### config.mk
export PLATFORM = sky130hd
export DESIGN_NAME = rgb565_crop_rotate_to_rgb_luma_top
export DESIGN_NICKNAME = d
export VERILOG_FILES = /design/src/rtl/rcr_pkg.sv /design/src/rtl/rcr_position.sv /design/src/rtl/rcr_color.sv /design/src/rtl/rgb565_crop_rotate_to_rgb_luma_top.sv
export SDC_FILE = /design/constraint.sdc
export NUM_CORES = 1
export LEC_CHECK = 0
export BUFFER_PORTS_ARGS = -buffer_cell sky130_fd_sc_hd__clkbuf_2
export CORE_ASPECT_RATIO = 1.1
export CORE_MARGIN = 1
export CORE_UTILIZATION = 50
export CTS_CLUSTER_DIAMETER = 150
export DETAILED_ROUTE_END_ITERATION = 12
export GPL_TIMING_DRIVEN = 1
export PLACE_DENSITY = 0.74
export SETUP_SLACK_MARGIN = 0.1
export SYNTH_ARGS = -nofsm -noshare
export SYNTH_HDL_FRONTEND = slang
export SYNTH_SLANG_ARGS = --single-unit
### constraint.sdc
create_clock -name clk_i -period 29.6 [get_ports clk_i]
set_input_delay 2.96 -clock clk_i [delete_from_list [all_inputs] [get_ports clk_i]]
set_output_delay 2.96 -clock clk_i [all_outputs]
set_load 0.02 [all_outputs]
### src/rtl/rcr_pkg.sv
`timescale 1ns / 1ps
// ----------------------------------------------------------------------------
// rcr_pkg: shared constants and types for the crop/rotate color front end
// Frame geometry, counter widths, accumulator steps and color expansion
// constants used by the position tracker, the color unit and the top level.
// ----------------------------------------------------------------------------
package rcr_pkg;

  // Frame geometry
  localparam int SRC_WIDTH  = 320;
  localparam int SRC_HEIGHT = 240;
  localparam int OUT_WIDTH  = 224;
  localparam int OUT_HEIGHT = 224;

  // Left edge of the centered square crop (zero for a tall source)
  localparam int CROP_ORIGIN = (SRC_WIDTH >= SRC_HEIGHT) ? (SRC_WIDTH - SRC_HEIGHT) / 2 : 0;

  // Field widths
  localparam int PIX_W = 16;
  localparam int IDX_W = 16;
  localparam int CH_W  = 8;

  // Counter widths
  localparam int SCOL_W = (SRC_WIDTH > 1) ? $clog2(SRC_WIDTH) : 1;
  localparam int SROW_W = (SRC_HEIGHT > 1) ? $clog2(SRC_HEIGHT) : 1;
  localparam int OCOL_W = $clog2(OUT_WIDTH + 1);
  localparam int OROW_W = $clog2(OUT_HEIGHT + 1);
  localparam int CTGT_W = $clog2(CROP_ORIGIN + SRC_HEIGHT + 1);
  localparam int RTGT_W = $clog2(SRC_HEIGHT + 1);
  localparam int CREM_W = $clog2(2 * OUT_WIDTH);
  localparam int RREM_W = $clog2(2 * OUT_HEIGHT);
  localparam int CCMP_W = (CTGT_W > SCOL_W) ? CTGT_W : SCOL_W;
  localparam int RCMP_W = (RTGT_W > SROW_W) ? RTGT_W : SROW_W;

  // Target accumulator steps: target advances by H/W plus a carry from H%W
  localparam int COL_Q = SRC_HEIGHT / OUT_WIDTH;
  localparam int COL_R = SRC_HEIGHT % OUT_WIDTH;
  localparam int ROW_Q = SRC_HEIGHT / OUT_HEIGHT;
  localparam int ROW_R = SRC_HEIGHT % OUT_HEIGHT;

  // Row base of the first output pixel (bottom row after the half turn)
  localparam int ROW_BASE_INIT = (OUT_HEIGHT - 1) * OUT_WIDTH;

  // Color expansion: v*255/31 = 8v + floor(7v/31), v*255/63 = 4v + floor(v/21)
  localparam int R5_MUL     = 7;
  localparam int R5_RECIP   = 265;  // ~ 2^13 / 31
  localparam int R5_SHIFT   = 13;
  localparam int G6_RECIP   = 49;   // ~ 2^10 / 21
  localparam int G6_SHIFT   = 10;

  // Luma weights
  localparam int LUMA_R = 77;
  localparam int LUMA_G = 150;
  localparam int LUMA_B = 29;
  localparam int LUMA_W = 17;

  // Decision for the item being accepted
  typedef struct packed {
    logic             hit;
    logic [IDX_W-1:0] index;
  } pos_sel_t;

endpackage

### src/rtl/rcr_position.sv
`timescale 1ns / 1ps
// ----------------------------------------------------------------------------
// rcr_position: raster position tracker and pixel selector
// Follows the source raster, decides whether the incoming pixel is sampled
// and computes its rotated output index. State advances on each accepted item.
// ----------------------------------------------------------------------------
module rcr_position (
  input  logic                   clk_i,
  input  logic                   rst_ni,
  input  logic                   accept_i,
  input  logic                   frame_start_i,
  output rcr_pkg::pos_sel_t      sel_o
);

  localparam logic [rcr_pkg::CTGT_W-1:0] CtgtInit =
    rcr_pkg::CTGT_W'(rcr_pkg::CROP_ORIGIN);
  localparam logic [rcr_pkg::IDX_W-1:0] RowBaseInit =
    rcr_pkg::IDX_W'(rcr_pkg::ROW_BASE_INIT);

  logic [rcr_pkg::SCOL_W-1:0] scol_q, scol_d, scol_e;
  logic [rcr_pkg::SROW_W-1:0] srow_q, srow_d, srow_e;
  logic [rcr_pkg::OCOL_W-1:0] ocol_q, ocol_d, ocol_e;
  logic [rcr_pkg::OROW_W-1:0] orow_q, orow_d, orow_e;
  logic [rcr_pkg::CTGT_W-1:0] ctgt_q, ctgt_d, ctgt_e;
  logic [rcr_pkg::RTGT_W-1:0] rtgt_q, rtgt_d, rtgt_e;
  logic [rcr_pkg::CREM_W-1:0] crem_q, crem_d, crem_e, crem_sum;
  logic [rcr_pkg::RREM_W-1:0] rrem_q, rrem_d, rrem_e, rrem_sum;
  logic [rcr_pkg::IDX_W-1:0]  rbase_q, rbase_d, rbase_e;
  logic                       row_hit, pix_hit;

  // Effective state: a frame-start item sees the cleared position
  always_comb begin
    if (frame_start_i) begin
      scol_e  = '0;
      srow_e  = '0;
      ocol_e  = '0;
      orow_e  = '0;
      ctgt_e  = CtgtInit;
      rtgt_e  = '0;
      crem_e  = '0;
      rrem_e  = '0;
      rbase_e = RowBaseInit;
    end else begin
      scol_e  = scol_q;
      srow_e  = srow_q;
      ocol_e  = ocol_q;
      orow_e  = orow_q;
      ctgt_e  = ctgt_q;
      rtgt_e  = rtgt_q;
      crem_e  = crem_q;
      rrem_e  = rrem_q;
      rbase_e = rbase_q;
    end
  end

  // Sample decision and rotated index
  always_comb begin
    row_hit = (orow_e < rcr_pkg::OROW_W'(rcr_pkg::OUT_HEIGHT)) &&
              (rcr_pkg::RCMP_W'(srow_e) == rcr_pkg::RCMP_W'(rtgt_e));
    pix_hit = row_hit &&
              (ocol_e < rcr_pkg::OCOL_W'(rcr_pkg::OUT_WIDTH)) &&
              (rcr_pkg::CCMP_W'(scol_e) == rcr_pkg::CCMP_W'(ctgt_e));
    sel_o.hit   = pix_hit;
    sel_o.index = rbase_e + rcr_pkg::IDX_W'(rcr_pkg::OUT_WIDTH - 1)
                - rcr_pkg::IDX_W'(ocol_e);
  end

  // Next position: column/row targets advance by running quotient/remainder
  always_comb begin
    scol_d  = scol_e;
    srow_d  = srow_e;
    ocol_d  = ocol_e;
    orow_d  = orow_e;
    ctgt_d  = ctgt_e;
    rtgt_d  = rtgt_e;
    crem_d  = crem_e;
    rrem_d  = rrem_e;
    rbase_d = rbase_e;
    crem_sum = crem_e + rcr_pkg::CREM_W'(rcr_pkg::COL_R);
    rrem_sum = rrem_e + rcr_pkg::RREM_W'(rcr_pkg::ROW_R);

    if (pix_hit) begin
      ocol_d = ocol_e + 1'b1;
      if (crem_sum >= rcr_pkg::CREM_W'(rcr_pkg::OUT_WIDTH)) begin
        ctgt_d = ctgt_e + rcr_pkg::CTGT_W'(rcr_pkg::COL_Q + 1);
        crem_d = crem_sum - rcr_pkg::CREM_W'(rcr_pkg::OUT_WIDTH);
      end else begin
        ctgt_d = ctgt_e + rcr_pkg::CTGT_W'(rcr_pkg::COL_Q);
        crem_d = crem_sum;
      end
    end

    if (scol_e == rcr_pkg::SCOL_W'(rcr_pkg::SRC_WIDTH - 1)) begin
      scol_d = '0;
      ocol_d = '0;
      ctgt_d = CtgtInit;
      crem_d = '0;
      if (row_hit) begin
        orow_d  = orow_e + 1'b1;
        rbase_d = rbase_e - rcr_pkg::IDX_W'(rcr_pkg::OUT_WIDTH);
        if (rrem_sum >= rcr_pkg::RREM_W'(rcr_pkg::OUT_HEIGHT)) begin
          rtgt_d = rtgt_e + rcr_pkg::RTGT_W'(rcr_pkg::ROW_Q + 1);
          rrem_d = rrem_sum - rcr_pkg::RREM_W'(rcr_pkg::OUT_HEIGHT);
        end else begin
          rtgt_d = rtgt_e + rcr_pkg::RTGT_W'(rcr_pkg::ROW_Q);
          rrem_d = rrem_sum;
        end
      end
      // Last pixel of the frame wraps to a fresh frame
      if (srow_e == rcr_pkg::SROW_W'(rcr_pkg::SRC_HEIGHT - 1)) begin
        srow_d  = '0;
        orow_d  = '0;
        rtgt_d  = '0;
        rrem_d  = '0;
        rbase_d = RowBaseInit;
      end else begin
        srow_d = srow_e + 1'b1;
      end
    end else begin
      scol_d = scol_e + 1'b1;
    end
  end

  // Position registers
  always_ff @(posedge clk_i or negedge rst_ni) begin
    if (!rst_ni) begin
      scol_q  <= '0;
      srow_q  <= '0;
      ocol_q  <= '0;
      orow_q  <= '0;
      ctgt_q  <= CtgtInit;
      rtgt_q  <= '0;
      crem_q  <= '0;
      rrem_q  <= '0;
      rbase_q <= RowBaseInit;
    end else if (accept_i) begin
      scol_q  <= scol_d;
      srow_q  <= srow_d;
      ocol_q  <= ocol_d;
      orow_q  <= orow_d;
      ctgt_q  <= ctgt_d;
      rtgt_q  <= rtgt_d;
      crem_q  <= crem_d;
      rrem_q  <= rrem_d;
      rbase_q <= rbase_d;
    end
  end

`ifndef SYNTHESIS
  a_scol_range: assert property (@(posedge clk_i) disable iff (!rst_ni)
    scol_q <= rcr_pkg::SCOL_W'(rcr_pkg::SRC_WIDTH - 1))
    else $error("source column out of range");

  a_ocol_range: assert property (@(posedge clk_i) disable iff (!rst_ni)
    ocol_q <= rcr_pkg::OCOL_W'(rcr_pkg::OUT_WIDTH))
    else $error("output column out of range");

  a_crem_range: assert property (@(posedge clk_i) disable iff (!rst_ni)
    crem_q < rcr_pkg::CREM_W'(rcr_pkg::OUT_WIDTH))
    else $error("column remainder out of range");
`endif

endmodule

### src/rtl/rcr_color.sv
`timescale 1ns / 1ps
// ----------------------------------------------------------------------------
// rcr_color: RGB565 to RGB888 expansion with luma
// Expands each channel to eight bits by reciprocal multiply and computes
// the weighted luma of the expanded pixel.
// ----------------------------------------------------------------------------
module rcr_color (
  input  logic [rcr_pkg::PIX_W-1:0] pixel_word_i,
  output logic [rcr_pkg::CH_W-1:0]  red_o,
  output logic [rcr_pkg::CH_W-1:0]  green_o,
  output logic [rcr_pkg::CH_W-1:0]  blue_o,
  output logic [rcr_pkg::CH_W-1:0]  luma_o
);

  logic [4:0]  r5, b5;
  logic [5:0]  g6;
  logic [7:0]  r7, b7;
  logic [16:0] r_prod, b_prod;
  logic [11:0] g_prod;
  logic [rcr_pkg::LUMA_W-1:0] luma_sum;

  always_comb begin
    r5 = pixel_word_i[15:11];
    g6 = pixel_word_i[10:5];
    b5 = pixel_word_i[4:0];

    // 5-bit channels: 8v + floor(7v/31)
    r7     = 8'(r5) * 8'(rcr_pkg::R5_MUL);
    b7     = 8'(b5) * 8'(rcr_pkg::R5_MUL);
    r_prod = 17'(r7) * 17'(rcr_pkg::R5_RECIP);
    b_prod = 17'(b7) * 17'(rcr_pkg::R5_RECIP);
    red_o  = {r5, 3'b000} + 8'(r_prod >> rcr_pkg::R5_SHIFT);
    blue_o = {b5, 3'b000} + 8'(b_prod >> rcr_pkg::R5_SHIFT);

    // 6-bit channel: 4v + floor(v/21)
    g_prod  = 12'(g6) * 12'(rcr_pkg::G6_RECIP);
    green_o = {g6, 2'b00} + 8'(g_prod >> rcr_pkg::G6_SHIFT);

    // Luma from the expanded channels
    luma_sum = rcr_pkg::LUMA_W'(red_o)   * rcr_pkg::LUMA_W'(rcr_pkg::LUMA_R)
             + rcr_pkg::LUMA_W'(green_o) * rcr_pkg::LUMA_W'(rcr_pkg::LUMA_G)
             + rcr_pkg::LUMA_W'(blue_o)  * rcr_pkg::LUMA_W'(rcr_pkg::LUMA_B);
    luma_o   = luma_sum[15:8];
  end

endmodule

### src/rtl/rgb565_crop_rotate_to_rgb_luma_top.sv
`timescale 1ns / 1ps
// ----------------------------------------------------------------------------
// rgb565_crop_rotate_to_rgb_luma_top: center crop, downscale and half turn
// Samples a centered square of an RGB565 raster by nearest neighbor and
// emits each sampled pixel as RGB888 plus luma at its rotated index.
// ----------------------------------------------------------------------------
//
// Channel  Dir  Handshake                 Payload
// -------  ---  ------------------------  ---------------------------------
// in       in   in_valid_i / in_ready_o   pixel_word_i, frame_start_i
// out      out  out_valid_o / out_ready_i pixel_index_o, red_o, green_o,
//                                         blue_o, luma_o
//
// One item per cycle while the output is not stalled; a sampled pixel passes
// through the input register, then the result register, to the output.
// Pixels outside the sampled grid are consumed and give no item.
// Reset clears the position to the top-left of a frame and empties the pipe.
// A stalled output holds its item; the input register keeps accepting while
// the result register has room, so ready drops only with both stages full.

module rgb565_crop_rotate_to_rgb_luma_top (
  input  logic                      clk_i,
  input  logic                      rst_ni,
  input  logic                      in_valid_i,
  output logic                      in_ready_o,
  input  logic [rcr_pkg::PIX_W-1:0] pixel_word_i,
  input  logic                      frame_start_i,
  output logic                      out_valid_o,
  input  logic                      out_ready_i,
  output logic [rcr_pkg::IDX_W-1:0] pixel_index_o,
  output logic [rcr_pkg::CH_W-1:0]  red_o,
  output logic [rcr_pkg::CH_W-1:0]  green_o,
  output logic [rcr_pkg::CH_W-1:0]  blue_o,
  output logic [rcr_pkg::CH_W-1:0]  luma_o
);

  rcr_pkg::pos_sel_t          sel;
  logic                       in_acc, s1_adv;
  logic                       s1_valid_q, out_valid_q;
  logic [rcr_pkg::PIX_W-1:0]  s1_word_q;
  logic [rcr_pkg::IDX_W-1:0]  s1_index_q, out_index_q;
  logic [rcr_pkg::CH_W-1:0]   red_d, green_d, blue_d, luma_d;
  logic [rcr_pkg::CH_W-1:0]   red_q, green_q, blue_q, luma_q;

  // Handshake
  assign s1_adv     = !out_valid_q || out_ready_i;
  assign in_ready_o = !s1_valid_q || s1_adv;
  assign in_acc     = in_valid_i && in_ready_o;

  // Position tracking and sample select
  rcr_position u_position (
    .clk_i         (clk_i),
    .rst_ni        (rst_ni),
    .accept_i      (in_acc),
    .frame_start_i (frame_start_i),
    .sel_o         (sel)
  );

  // Input register: only sampled pixels occupy it
  always_ff @(posedge clk_i or negedge rst_ni) begin
    if (!rst_ni) begin
      s1_valid_q <= 1'b0;
    end else if (in_ready_o) begin
      s1_valid_q <= in_acc && sel.hit;
    end
  end

  always_ff @(posedge clk_i) begin
    if (in_ready_o) begin
      s1_word_q  <= pixel_word_i;
      s1_index_q <= sel.index;
    end
  end

  // Color expansion
  rcr_color u_color (
    .pixel_word_i (s1_word_q),
    .red_o        (red_d),
    .green_o      (green_d),
    .blue_o       (blue_d),
    .luma_o       (luma_d)
  );

  // Result register
  always_ff @(posedge clk_i or negedge rst_ni) begin
    if (!rst_ni) begin
      out_valid_q <= 1'b0;
    end else if (s1_adv) begin
      out_valid_q <= s1_valid_q;
    end
  end

  always_ff @(posedge clk_i) begin
    if (s1_adv) begin
      out_index_q <= s1_index_q;
      red_q       <= red_d;
      green_q     <= green_d;
      blue_q      <= blue_d;
      luma_q      <= luma_d;
    end
  end

  assign out_valid_o   = out_valid_q;
  assign pixel_index_o = out_index_q;
  assign red_o         = red_q;
  assign green_o       = green_q;
  assign blue_o        = blue_q;
  assign luma_o        = luma_q;

`ifndef SYNTHESIS
  a_ready_full: assert property (@(posedge clk_i) disable iff (!rst_ni)
    !in_ready_o |-> (s1_valid_q && out_valid_q))
    else $error("input stalled with room in the pipe");

  a_s1_hold: assert property (@(posedge clk_i) disable iff (!rst_ni)
    (s1_valid_q && !s1_adv) |=> (s1_valid_q && $stable(s1_index_q)))
    else $error("stalled input-stage item lost");

  a_out_source: assert property (@(posedge clk_i) disable iff (!rst_ni)
    $rose(out_valid_q) |-> $past(s1_valid_q))
    else $error("result appeared without a staged item");
`endif

endmodule

==> results of run 1 <==
[worst reg2reg max path: cells and delay by family, from the launching register on]
family	cells	cell delay [ns]
AND/OR/NAND/NOR	4	0.38
buffers and inverters	4	0.26
XOR/XNOR	2	0.79
adder cells (fa/ha/maj)	13	4.95
AO/OA/AOI/OAI	15	2.97
flip-flops	1	0.61
[state kept, by name, indices dropped and copies added (netlist names), 9 cells and up]
name and flops:
pixel_index_o 16, u_position.rbase_q 16, s1_word_q 16, u_position.crem_q 9
u_position.scol_q 9, s1_index_q 16, u_position.rrem_q 9, u_position.ctgt_q 9
[path summary, 6_finish.rpt]
path | to | startpoint | slack [ns] | cells after the start
max | luma_o[7] | s1_word_q[3] | 19.37 | 38
max reg2reg | luma_o[7] | s1_word_q[3] | 19.37 | 38
max in group asynchronous | u_position.rrem_q[3] | rst_ni | 26.06 | 2
min in group asynchronous | u_position.orow_q[3] | rst_ni | 2.50 | 1
min | pixel_index_o[4] | s1_index_q[4] | 0.42 | 0
min reg2reg | pixel_index_o[4] | s1_index_q[4] | 0.42 | 0
[cells in the final DEF, fill, tap and decap left out, types with 13 or more instances in the layout]
cell type | Yosys | routed
a21o_1 | 19 | 19
a21oi_1 | 73 | 73
a31oi_1 | 13 | 13
and3_1 | 14 | 14
buf_4 | 3 | 14
clkbuf_16 | 0 | 17
clkbuf_2 | 0 | 69
dfrtp_1 | 79 | 79
edfxtp_1 | 80 | 80
fa_1 | 63 | 63
ha_1 | 212 | 212
inv_1 | 184 | 184
nand2_1 | 83 | 83
nand3_1 | 31 | 31
nand4_1 | 17 | 17
nor2_1 | 62 | 62
nor2b_1 | 39 | 39
nor3_1 | 14 | 13
o21ai_0 | 79 | 79
xnor2_1 | 50 | 50
xor2_1 | 39 | 39
[metal layers]
metal	up-vias	track usage	routed length, um
li1	4719	-	-
met5	-	0	0
met4	0	0.0688	508
met1	4700	0.262	12200
met2	164	0.374	13800
met3	35	0.0358	937
[layout make-up]
cell class                      instances  area (sq um)
Clock inverter                         15           233
Inverter                              184           691
Tap cell                              352           440
Sequential cell                       166          4560
Clock buffer                           17           425
Timing Repair Buffer                   83           450
Multi-Input combinational cell        942          7980
Fill cell                            2210         11400
[cells by family (layout without fill, tap and decap cells)]
logic type               Yosys count  in the layout
AND/OR/NAND/NOR                  314            314
multiplexers                       7              7
flip-flops                       166            166
XOR/XNOR                          89             89
buffers and inverters            212            299
AO/OA/AOI/OAI                    256            256
adder cells (fa/ha/maj)          276            276
[power by group through the flow]
stage                     Combinational [mW]  Sequential [mW]  Clock (mW)
after floorplan                        0.773            0.328           0
after global placement                 0.974            0.316           0
after detailed placement                1.01            0.316           0
after CTS                               1.02            0.312       0.254
after global routing                    1.18            0.314       0.262
final                                   1.01            0.312       0.249
[per-stage QoR]
step | util | hold WS, ns | instance area [sq um] | power (mW) | std cells
after CTS | 0.565 | 0.423 | 14800 | 1.59 | 1759
after floorplan | - | 0.400 | 13400 | 1.10 | 1320
final | 0.565 | 0.423 | 14800 | 1.57 | 1759
after global routing | 0.565 | 0.421 | 14800 | 1.76 | 1759
after detailed placement | 0.540 | 0.406 | 14100 | 1.33 | 1727
after global placement | 0.540 | 0.402 | 14100 | 1.29 | 1727
==> summary.md, run 1 <==
| Metric | Value |
|---|---|
| Post-route antenna net violation count | `0` |
| ANT cells | `0` |
| Delay-heaviest family, CP | `adder cells` |
| Pwr/cell area | `107 nW/um^2` |
| Worst slew pin tran | `between 0.8 and 0.9 ns` |
| Synth Area in Simple Gates | `0.122` |
| Clock H-tree levels | `4` |
| Vias per std cell | `~5.5` |
| Slowest stage delay, CP | `0.67 ns` |
| Core footprint | `approximately 26,000 sq um` |
| CP dominant cell by count | `ha_1` |
| Final wirelength | `27,400 um` |
| Initial core utilization | `0.511` |
| Fin crit share | `0.346` |
| Chip height | `about 170 um` |
| Max cap viols | `0` |
| Gpl congestion | `0.896` |
| Dpl ws | `19.49 ns` |
| RSZ-0062 raised after global routing | `no` |
| # DRC | `0` |
| CTS sink count | `166` |
| Clock Path Buffers | `2` |
| Combinational share of power | `0.644` |
| Internal | `roughly 0.88 mW` |
| TritonRoute pass-1 iters | `5` |
| Initial antenna violation count | `1` |
| First-pass GRT wire length | `around 46,000 um` |
| Mapped Area | `13,400 sq um` |
| WP data required | `29.79 ns` |
| Synth Area in XOR/XNOR | `0.0584` |
| Static Leak | `7.31 nW` |
| Wirelength per Cell | `between 15 and 20 um` |
| PortBufs | `70` |
| CTS buffer count | `17` |
| Fin crit period | `between 10 and 15 ns` |
| CTS tree | `done` |
| Synth warnings | `0` |
| Clk network pwr share | `0.158` |
| Async S/R FF share, synth | `0.518` |
| Row count | `62` |
| Layout cell share with drive strength beyond 1 | `0.102` |
| Gr ovfl total | `0` |
| Sequential share of the synthesized area | `0.342` |
| Die area | `between 20,000 and 30,000 sq um` |
| Area leader, netlist | `ha_1` |
| Crit path max fanout | `9` |
| Total Routing Usage GR | `0.213` |
| Clk root buf | `clkbuf_16` |
| Element type at the critical path end | `register` |
| Iter 0 DRT Violations | `approximately 480` |
| Crit start category | `register` |
| Synth Area in Adders | `0.294` |
| Cts repair resizes | `0` |
| Vias in the first global route | `around 9,800` |
| Outcome | `finished, final reports clean` |
| Via count | `between 9,000 and 10,000` |
| Nets@finish | `1,690` |
| Largest net degree at the start of global routing | `just over 50` |
| Largest family of logic cells by synthesized area | `adder cells` |
| Rel. slew slack | `0.445` |
| Number of synthesized flops with an enable pin | `80` |
| Reg power frac | `0.198` |
| Detailed placement HPWL | `between 20,000 and 25,000 um` |
| Post-synth top area share | `0.199` |
| Fmax | `approximately 100 MHz` |
| Clock transition at path regs | `roughly 0.070 ns` |
| Critical path type | `reg2reg` |
| Gate Count Post-Synth | `between 1,000 and 1,500` |
| Distinct cells, synth | `between 70 and 80` |
| Final hold viol count | `0` |
| Top cells by area, synth | `ha_1 20%, edfxtp_1 18%, dfrtp_1 15%, fa_1 9.4%, inv_1 5.2%` |
| Most frequent cell after synthesis | `ha_1` |
| Die width | `between 150 and 200 um` |
| Post-synthesis mux area share | `0.00543` |
| Worst skew pair latency | `roughly 0.44 ns` |
| Hold Buf Count CTS | `0` |
| Layout area overhead | `10.6%` |
| Max-slew violations | `0` |
| # Post-CTS Setup Buffers | `0` |
| Peak VDD IR | `approximately 0.22 mV` |
| CP bufs+invs | `4` |
| Predominant post-synthesis flop cell | `edfxtp_1` |
| Clock skew | `~0.009 ns` |
| Worst hold path class | `reg2reg` |
| Final setup fails | `0` |
| Setup TNS | `0 ns` |
| Setup WS post-layout | `a little under 20 ns` |
| Flops & latches, synth | `166` |
| Post-Syn Nets | `between 1,500 and 2,000` |
| Switching power | `just under 0.7 mW` |
| Slowest CP cell | `xor2_1` |
| Syn_area_per_cell | `between 10 and 15 sq um` |
| Commonest cells in the netlist | `212 x ha_1, 184 x inv_1, 83 x nand2_1, 80 x edfxtp_1` |
| Ports | `about 70` |
| Switching Share | `0.440` |
| CP arrival | `~10 ns` |
| Compound-gate portion of the synthesized area | `0.117` |
No activity file was read; power rests on OpenSTA's default activity.
==> inputs of run 2 (changes only) <==
==> constraint.sdc (replaced) <==
create_clock -name clk_i -period 10 [get_ports clk_i]
set_input_delay 1 -clock clk_i [delete_from_list [all_inputs] [get_ports clk_i]]
set_output_delay 1 -clock clk_i [all_outputs]
set_load 0.02 [all_outputs]
==> run 2 against run 1 <==
- register-to-register slack worse by 19 ns
- flip-flop and latch count stayed put
- via count is 1.4% higher
- cell area is 1.1% higher
- highest routed layer unchanged
- utilization is 0.60 points higher
- total power grew to 3.0 times the previous value
==> summary.md, run 2 (same netlist as run 1, synthesis figures left out) <==
| Metric | Value |
|---|---|
| Element type at the critical path end | `register` |
| PortBufs | `70 (unchanged)` |
| Worst slew pin tran | `1.12 ns (+0.285 ns)` |
| Clock H-tree levels | `4 (unchanged)` |
| Switching Share | `0.440 (about the same)` |
| Slowest stage delay, CP | `0.54 ns (-0.13 ns)` |
| CTS tree | `done` |
| Crit path max fanout | `5 (-4)` |
| Reg2Reg Setup Slack | `0.35 ns (-19.02 ns)` |
| Max Used Layer | `met4` |
| Delay-heaviest family, CP | `adder cells` |
| R2r endpoint | `luma_o[7]` |
| Worst path depth | `38 (unchanged)` |
| Post-route antenna net violation count | `0 (unchanged)` |
| CP arrival | `9.83 ns (-0.59 ns)` |
| Ports | `71 (unchanged)` |
| DR WL met2 | `13,800 um (+0.21%)` |
| Critical path type | `reg2reg` |
| Fin crit share | `0.965 (+0.620)` |
| Rel. slew slack | `0.252 (-0.192)` |
| Layout cell share with drive strength beyond 1 | `0.126 (+0.0241)` |
| Crit start category | `register` |
| Row count | `62 (unchanged)` |
| DR WL met3 | `911 um (-2.8%)` |
| Clock skew | `0.0144 ns (+0.00515 ns)` |
| First-pass GRT wire length | `45,600 um (-0.54%)` |
| Pwr/cell area | `318 nW/um^2 (+200%)` |
| Clock transition at path regs | `0.07 ns (about the same)` |
| Max-slew violations | `0 (unchanged)` |
| Die area | `27,400 sq um (unchanged)` |
| WP data required | `10.18 ns (-19.61 ns)` |
| Internal | `2.66 mW (+200%)` |
| RSZ-0062 raised after global routing | `no` |
| CTS buffer count | `17 (unchanged)` |
| Die width | `158 um (unchanged)` |
| Outcome | `finished, final reports clean` |
| Iter 0 DRT Violations | `464 (-2.7%)` |
| Setup TNS | `0 ns (unchanged)` |
| Gpl congestion | `0.891 (-0.49%)` |
| Filler Cells Inserted | `2,215 (+0.23%)` |
| Final Cell Area | `14,900 sq um (+1.1%)` |
| Via count | `9,750 (+1.4%)` |
| Detailed placement HPWL | `20,000 um (-2.0%)` |
| Static Leak | `7.39 nW (+1.1%)` |
| Wirelength per Cell | `15.3 um (-1.9%)` |
| Largest net degree at the start of global routing | `85 (+67%)` |
| Clock Path Buffers | `2 (unchanged)` |
| Most common library cell in the layout ignoring fill and taps | `ha_1` |
| Final wirelength | `27,300 um (-0.47%)` |
| Setup crit start | `s1_word_q[3]` |
| Vias in the first global route | `9,647 (-1.3%)` |
| Initial core utilization | `0.511 (unchanged)` |
| Worst Reg2Reg Path Length in Cells | `38 (unchanged)` |
| Vias per std cell | `5.46 (-0.10%)` |
| Hold WS | `0.339 ns (-0.0841 ns)` |
| Final hold viol count | `0 (unchanged)` |
| Power, Total | `4.75 mW (+200%)` |
| CP bufs+invs | `4 (unchanged)` |
| Gr ovfl total | `0 (unchanged)` |
| Most frequent cells in the layout | `208 x ha_1, 183 x inv_1, 83 x nand2_1` |
| Worst hold path class | `in2async` |
| Combinational share of power | `0.673 (+0.029)` |
| Metal1 wirelength | `11,900 um (-2.0%)` |
| Hold Buf Count CTS | `0 (unchanged)` |
| Layout area overhead | `11.8%` |
| # DRC | `0 (unchanged)` |
| CTS sink count | `166 (unchanged)` |
| RR Startpoint | `s1_word_q[3]` |
| Fin crit period | `9.65 ns (-0.575 ns)` |
| Placed cell area | `14,200 sq um (+0.32%)` |
| Switching power | `2.09 mW (+200%)` |
| Final setup fails | `0 (unchanged)` |
| Clk root buf | `clkbuf_16` |
| Peak VDD IR | `0.589 mV (+170%)` |
| Nets@finish | `1,715 (+1.5%)` |
| Max cap viols | `0 (unchanged)` |
| Total Routing Usage GR | `0.211 (-0.00193)` |
| Reg power frac | `0.194 (-0.004)` |
| Placed insts | `1,733 (+0.35%)` |
| Chip height | `173 um (unchanged)` |
| CP dominant cell by count | `fa_1` |
| TritonRoute pass-1 iters | `5 (unchanged)` |
| Core footprint | `26,100 sq um (unchanged)` |
| Slowest CP cell | `fa_1` |
| Initial antenna violation count | `1 (unchanged)` |
| Worst skew pair latency | `0.44 ns (about the same)` |
| Clk network pwr share | `0.133 (-0.025)` |
| Post-Layout Cell Count | `1,785 (+1.5%)` |
| Fmax | `104 MHz (+6.0%)` |
-- run 2: changes by cell type in the layout (fill, tap and decap cells not counted), sizes merged --
cell,change
clkbuf,+4
buf,+25
diode,+1
bufinv,-4
-- run 2: how the worst max path moves through the flow --
stage | end | slack (ns)
floorplan | luma_o[7] | 0.70
detailed placement | luma_o[7] | 0.07
global placement | luma_o[7] | 0.28
global route | luma_o[7] | 0.01
CTS | luma_o[7] | 0.13
finish | luma_o[7] | 0.35
-- run 2: through the flow --
step / worst slack, ns / util
after floorplan: 0.704 / -
after global placement: 0.284 / 0.542
after detailed placement: 0.0656 / 0.542
after CTS: 0.129 / 0.563
after global routing: 0.0117 / 0.571
final: 0.345 / 0.571
-- run 2: power groups by stage --
stage	Clock [mW]	Sequential, mW	Combinational, mW
after floorplan	0	0.972	2.29
after global placement	0	0.935	2.89
after detailed placement	0	0.936	3.00
after CTS	0.648	0.922	3.02
after global routing	0.671	0.925	3.69
final	0.634	0.920	3.20
-- run 2: what timing repair did --
item / in CTS / in global routing
gates cloned: 0 / 0
pin swaps: 0 / 9
buffers inserted: 0 / 19
setup endpoints to repair: 1 / 5
gates resized for setup: 1 / 13
-- run 2: cell type report --
cell class,count,area (sq um),area share
Clock inverter,11,87.6,0.00586
Multi-Input combinational cell,942,8040,0.538
Inverter,184,691,0.0462
Clock buffer,21,470,0.0315
Sequential cell,166,4560,0.306
Antenna cell,1,2.50,0.000168
Timing Repair Buffer,108,638,0.0427
Tap cell,352,440,0.0295
-- run 2: worst register-to-register path: cells and delay by family (launching register included) --
family                   cells  cell delay (ns)
AO/OA/AOI/OAI               12             2.26
XOR/XNOR                     2             0.39
adder cells (fa/ha/maj)     14             5.27
buffers and inverters        4             0.27
flip-flops                   1             0.49
AND/OR/NAND/NOR              6             0.73
-- run 2: per-layer routing --
layer,GRT usage,vias to the layer above
met5,0,-
met4,0.0781,0
met3,0.0325,44
met2,0.367,202
met1,0.261,4742
li1,-,4762
==> inputs of run 3 (changes only) <==
--- a/config.mk
+++ b/config.mk
@@ -5,6 +5,7 @@
 export SDC_FILE = /design/constraint.sdc
 export NUM_CORES = 1
 export LEC_CHECK = 0
+export ABC_AREA = 1
 export BUFFER_PORTS_ARGS = -buffer_cell sky130_fd_sc_hd__clkbuf_2
 export CORE_ASPECT_RATIO = 1.1
 export CORE_MARGIN = 1
==> run 3 against run 2 <==
- sequential share of layout area is 1.6 points lower
- cell count increased by 19%
- first-iteration DRC count up 47%
- fmax rose by 3.5%
- via count increased by 15%
- hold slack gained 0.082 ns
- largest cell class unchanged
- largest power group unchanged
==> summary.md, run 3 <==
| Metric | Value |
|---|---|
| Fmax | `107 MHz (+3.5%)` |
| Most frequent cells in the layout | `331 x inv_1, 257 x nand2_1, 212 x ha_1` |
| Final setup fails | `0 (unchanged)` |
| CP dominant cell by count | `nand2_1` |
| Fin crit share | `0.933 (-0.0329)` |
| Top cells by area, synth | `ha_1 18%, edfxtp_1 17%, dfrtp_1 14%, fa_1 8.7%, inv_1 8.6%` |
| Fin crit period | `9.33 ns (-0.329 ns)` |
| Sequential share of the synthesized area | `0.316 (-0.0259)` |
| Predominant post-synthesis flop cell | `edfxtp_1` |
| Outcome | `finished, final reports clean` |
| Wirelength per Cell | `14.3 um (-6.2%)` |
| Filler Cells Inserted | `2,468 (+11%)` |
| Static Leak | `7.87 nW (+6.5%)` |
| WP data required | `10.20 ns (+0.02 ns)` |
| Die width | `164 um (+4.0%)` |
| Critical path type | `reg2reg` |
| RSZ-0062 raised after global routing | `no` |
| Worst skew pair latency | `0.45 ns (about the same)` |
| Most frequent cell after synthesis | `inv_1` |
| Number of synthesized flops with an enable pin | `80 (unchanged)` |
| Final hold viol count | `0 (unchanged)` |
| Largest net degree at the start of global routing | `65 (-24%)` |
| Hold Buf Count CTS | `0 (unchanged)` |
| Area taken by multi-input logic gates | `8460 sq um (+5.2%)` |
| Iter 0 DRT Violations | `683 (+47%)` |
| Total Routing Usage GR | `0.221 (+0.0104)` |
| Syn_area_per_cell | `8.60 sq um (-15%)` |
| PortBufs | `70 (unchanged)` |
| Pwr/cell area | `344 nW/um^2 (+8.1%)` |
| Setup TNS | `0 ns (unchanged)` |
| Clock Path Buffers | `2 (unchanged)` |
| Detailed placement HPWL | `22,700 um (+14%)` |
| Final wirelength | `30,500 um (+12%)` |
| Layout cell share with drive strength beyond 1 | `0.0934 (-0.0323)` |
| Async S/R FF share, synth | `0.518 (unchanged)` |
| Internal | `2.69 mW (+1.2%)` |
| Max-slew violations | `0 (unchanged)` |
| Flops & latches, synth | `166 (unchanged)` |
| Dpl ws | `0.471 ns (+0.405 ns)` |
| Die area | `29,600 sq um (+8.1%)` |
| CTS sink count | `166 (unchanged)` |
| Vias in the first global route | `11,432 (+19%)` |
| Ports | `71 (unchanged)` |
| Initial antenna violation count | `0 (-1)` |
| Placed insts | `2,095 (+21%)` |
| Clock skew | `0.0125 ns (-0.00188 ns)` |
| Slowest stage delay, CP | `0.55 ns (about the same)` |
| Commonest cells in the netlist | `331 x inv_1, 258 x nand2_1, 212 x ha_1, 136 x nor2_1, 96 x o21ai_0` |
| Setup WS post-layout | `0.675 ns (+0.329 ns)` |
| Post-Layout Cell Count | `2,129 (+19%)` |
| Post-Syn Nets | `1,977 (+22%)` |
| Vias per std cell | `5.27 (-3.4%)` |
| CTS buffer count | `17 (unchanged)` |
| Distinct cells, synth | `56 (-21%)` |
| Clk root buf | `clkbuf_16` |
| First-pass GRT wire length | `52,600 um (+15%)` |
| Clk network pwr share | `0.124 (-0.009)` |
| Chip height | `180 um (+4.0%)` |
| Reg power frac | `0.169 (-0.025)` |
| Row count | `64 (+3.2%)` |
| Worst hold path class | `reg2reg` |
| Nets@finish | `2,049 (+19%)` |
| Switching Share | `0.504 (+0.0638)` |
| Gr ovfl total | `0 (unchanged)` |
| Core footprint | `28,100 sq um (+7.5%)` |
| Most common library cell in the layout ignoring fill and taps | `inv_1` |
| Initial core utilization | `0.514 (+0.00333)` |
| Max cap viols | `0 (unchanged)` |
| ANT cells | `0 (-1)` |
| Clock H-tree levels | `4 (unchanged)` |
| Element type at the critical path end | `register` |
| Slowest CP cell | `edfxtp_1` |
| Mapped Area | `14,500 sq um (+8.2%)` |
| Synth warnings | `0 (unchanged)` |
| Register area | `4560 sq um (unchanged)` |
| Worst slew pin tran | `1.02 ns (-0.0973 ns)` |
| TritonRoute pass-1 iters | `8 (+3)` |
| Area leader, netlist | `ha_1` |
| Post-route antenna net violation count | `0 (unchanged)` |
| Combinational share of power | `0.707 (+0.034)` |
| Rel. slew slack | `0.321 (+0.0681)` |
| Crit path max fanout | `6 (+1)` |
| Gate Count Post-Synth | `1,681 (+27%)` |
| CP arrival | `9.52 ns (-0.31 ns)` |
| # DRC | `0 (unchanged)` |
| Switching power | `2.73 mW (+31%)` |
| Post-synth top area share | `0.184 (-0.0151)` |
| CTS tree | `done` |
| Crit start category | `register` |
| Layout area overhead | `9.19%` |
| Via count | `11,228 (+15%)` |
| Clock transition at path regs | `0.07 ns (about the same)` |
| Peak VDD IR | `0.816 mV (+39%)` |
| Gpl congestion | `0.951 (+6.7%)` |
run 3: final cells by class:
class / instances / area share
sequential: 166 / 0.289
inverter: 341 / 0.0816
clock inverter: 12 / 0.00848
timing repair buffer: 80 / 0.0271
clock buffer: 20 / 0.0290
multi-input combinational: 1147 / 0.536
tap: 363 / 0.0288
run 3: cell families (layout without fill, tap and decap cells):
family                   count (synthesis)  count (layout)  share of synthesized area
XOR/XNOR                                88              88                     0.0538
flip-flops                             166             166                      0.316
adder cells (fa/ha/maj)                276             276                      0.271
AO/OA/AOI/OAI                          233             233                     0.0904
buffers and inverters                  368             453                      0.101
AND/OR/NAND/NOR                        550             550                      0.168
run 3: final timing paths:
kind	startpoint	endpoint	slack [ns]	cells past startpoint
worst min-delay path	s1_index_q[15]	pixel_index_o[15]	0.42	0
worst max register to register	s1_word_q[4]	luma_o[6]	0.67	43
worst min register to register	s1_index_q[15]	pixel_index_o[15]	0.42	0
min in group asynchronous	rst_ni	u_position.srow_q[6]	0.46	1
worst max-delay path	s1_word_q[4]	luma_o[6]	0.67	43
max in group asynchronous	rst_ni	u_position.ocol_q[1]	8.45	2
run 3: routing by layer:
metal / wire, um / GRT usage / up-vias
met3: 991 / 0.0306 / 62
met5: 0 / 0 / -
met1: 13000 / 0.263 / 5352
met2: 15600 / 0.398 / 240
li1: - / - / 5574
met4: 839 / 0.0844 / 0
run 3: metrics by stage:
step	power, mW	hold slack (ns)	util	cell area (sq um)
floorplan	3.89	0.400	-	14500
global placement	4.60	0.402	0.539	15200
detailed placement	4.68	0.405	0.539	15200
CTS	5.41	0.419	0.560	15700
global route	6.10	0.423	0.562	15800
finish	5.43	0.421	0.562	15800
run 3: worst max-delay path: cells and delay by family (launching register included):
kind | cells | cell delay [ns]
AOI/OAI and AO/OA | 6 | 1.39
and+or+nand+nor | 13 | 1.13
DFF | 1 | 0.55
adders and majority gates | 13 | 4.83
xor gates and xnor gates | 3 | 0.55
buffers and inverters | 8 | 0.65
run 3: power groups by stage:
| stage | Sequential [mW] | Clock [mW] | Combinational (mW) |
|---|---|---|---|
| after CTS | 0.919 | 0.687 | 3.80 |
| after detailed placement | 0.933 | 0 | 3.75 |
| after global placement | 0.931 | 0 | 3.67 |
| final | 0.918 | 0.674 | 3.83 |
| after floorplan | 0.973 | 0 | 2.91 |
| after global routing | 0.923 | 0.713 | 4.46 |
run 3: timing repair:
item / in CTS / in global routing
setup endpoints to repair: 0 / 2
resized for setup: 0 / 4
hold endpoints to repair: 0 / 0
setup buffers: 0 / 2
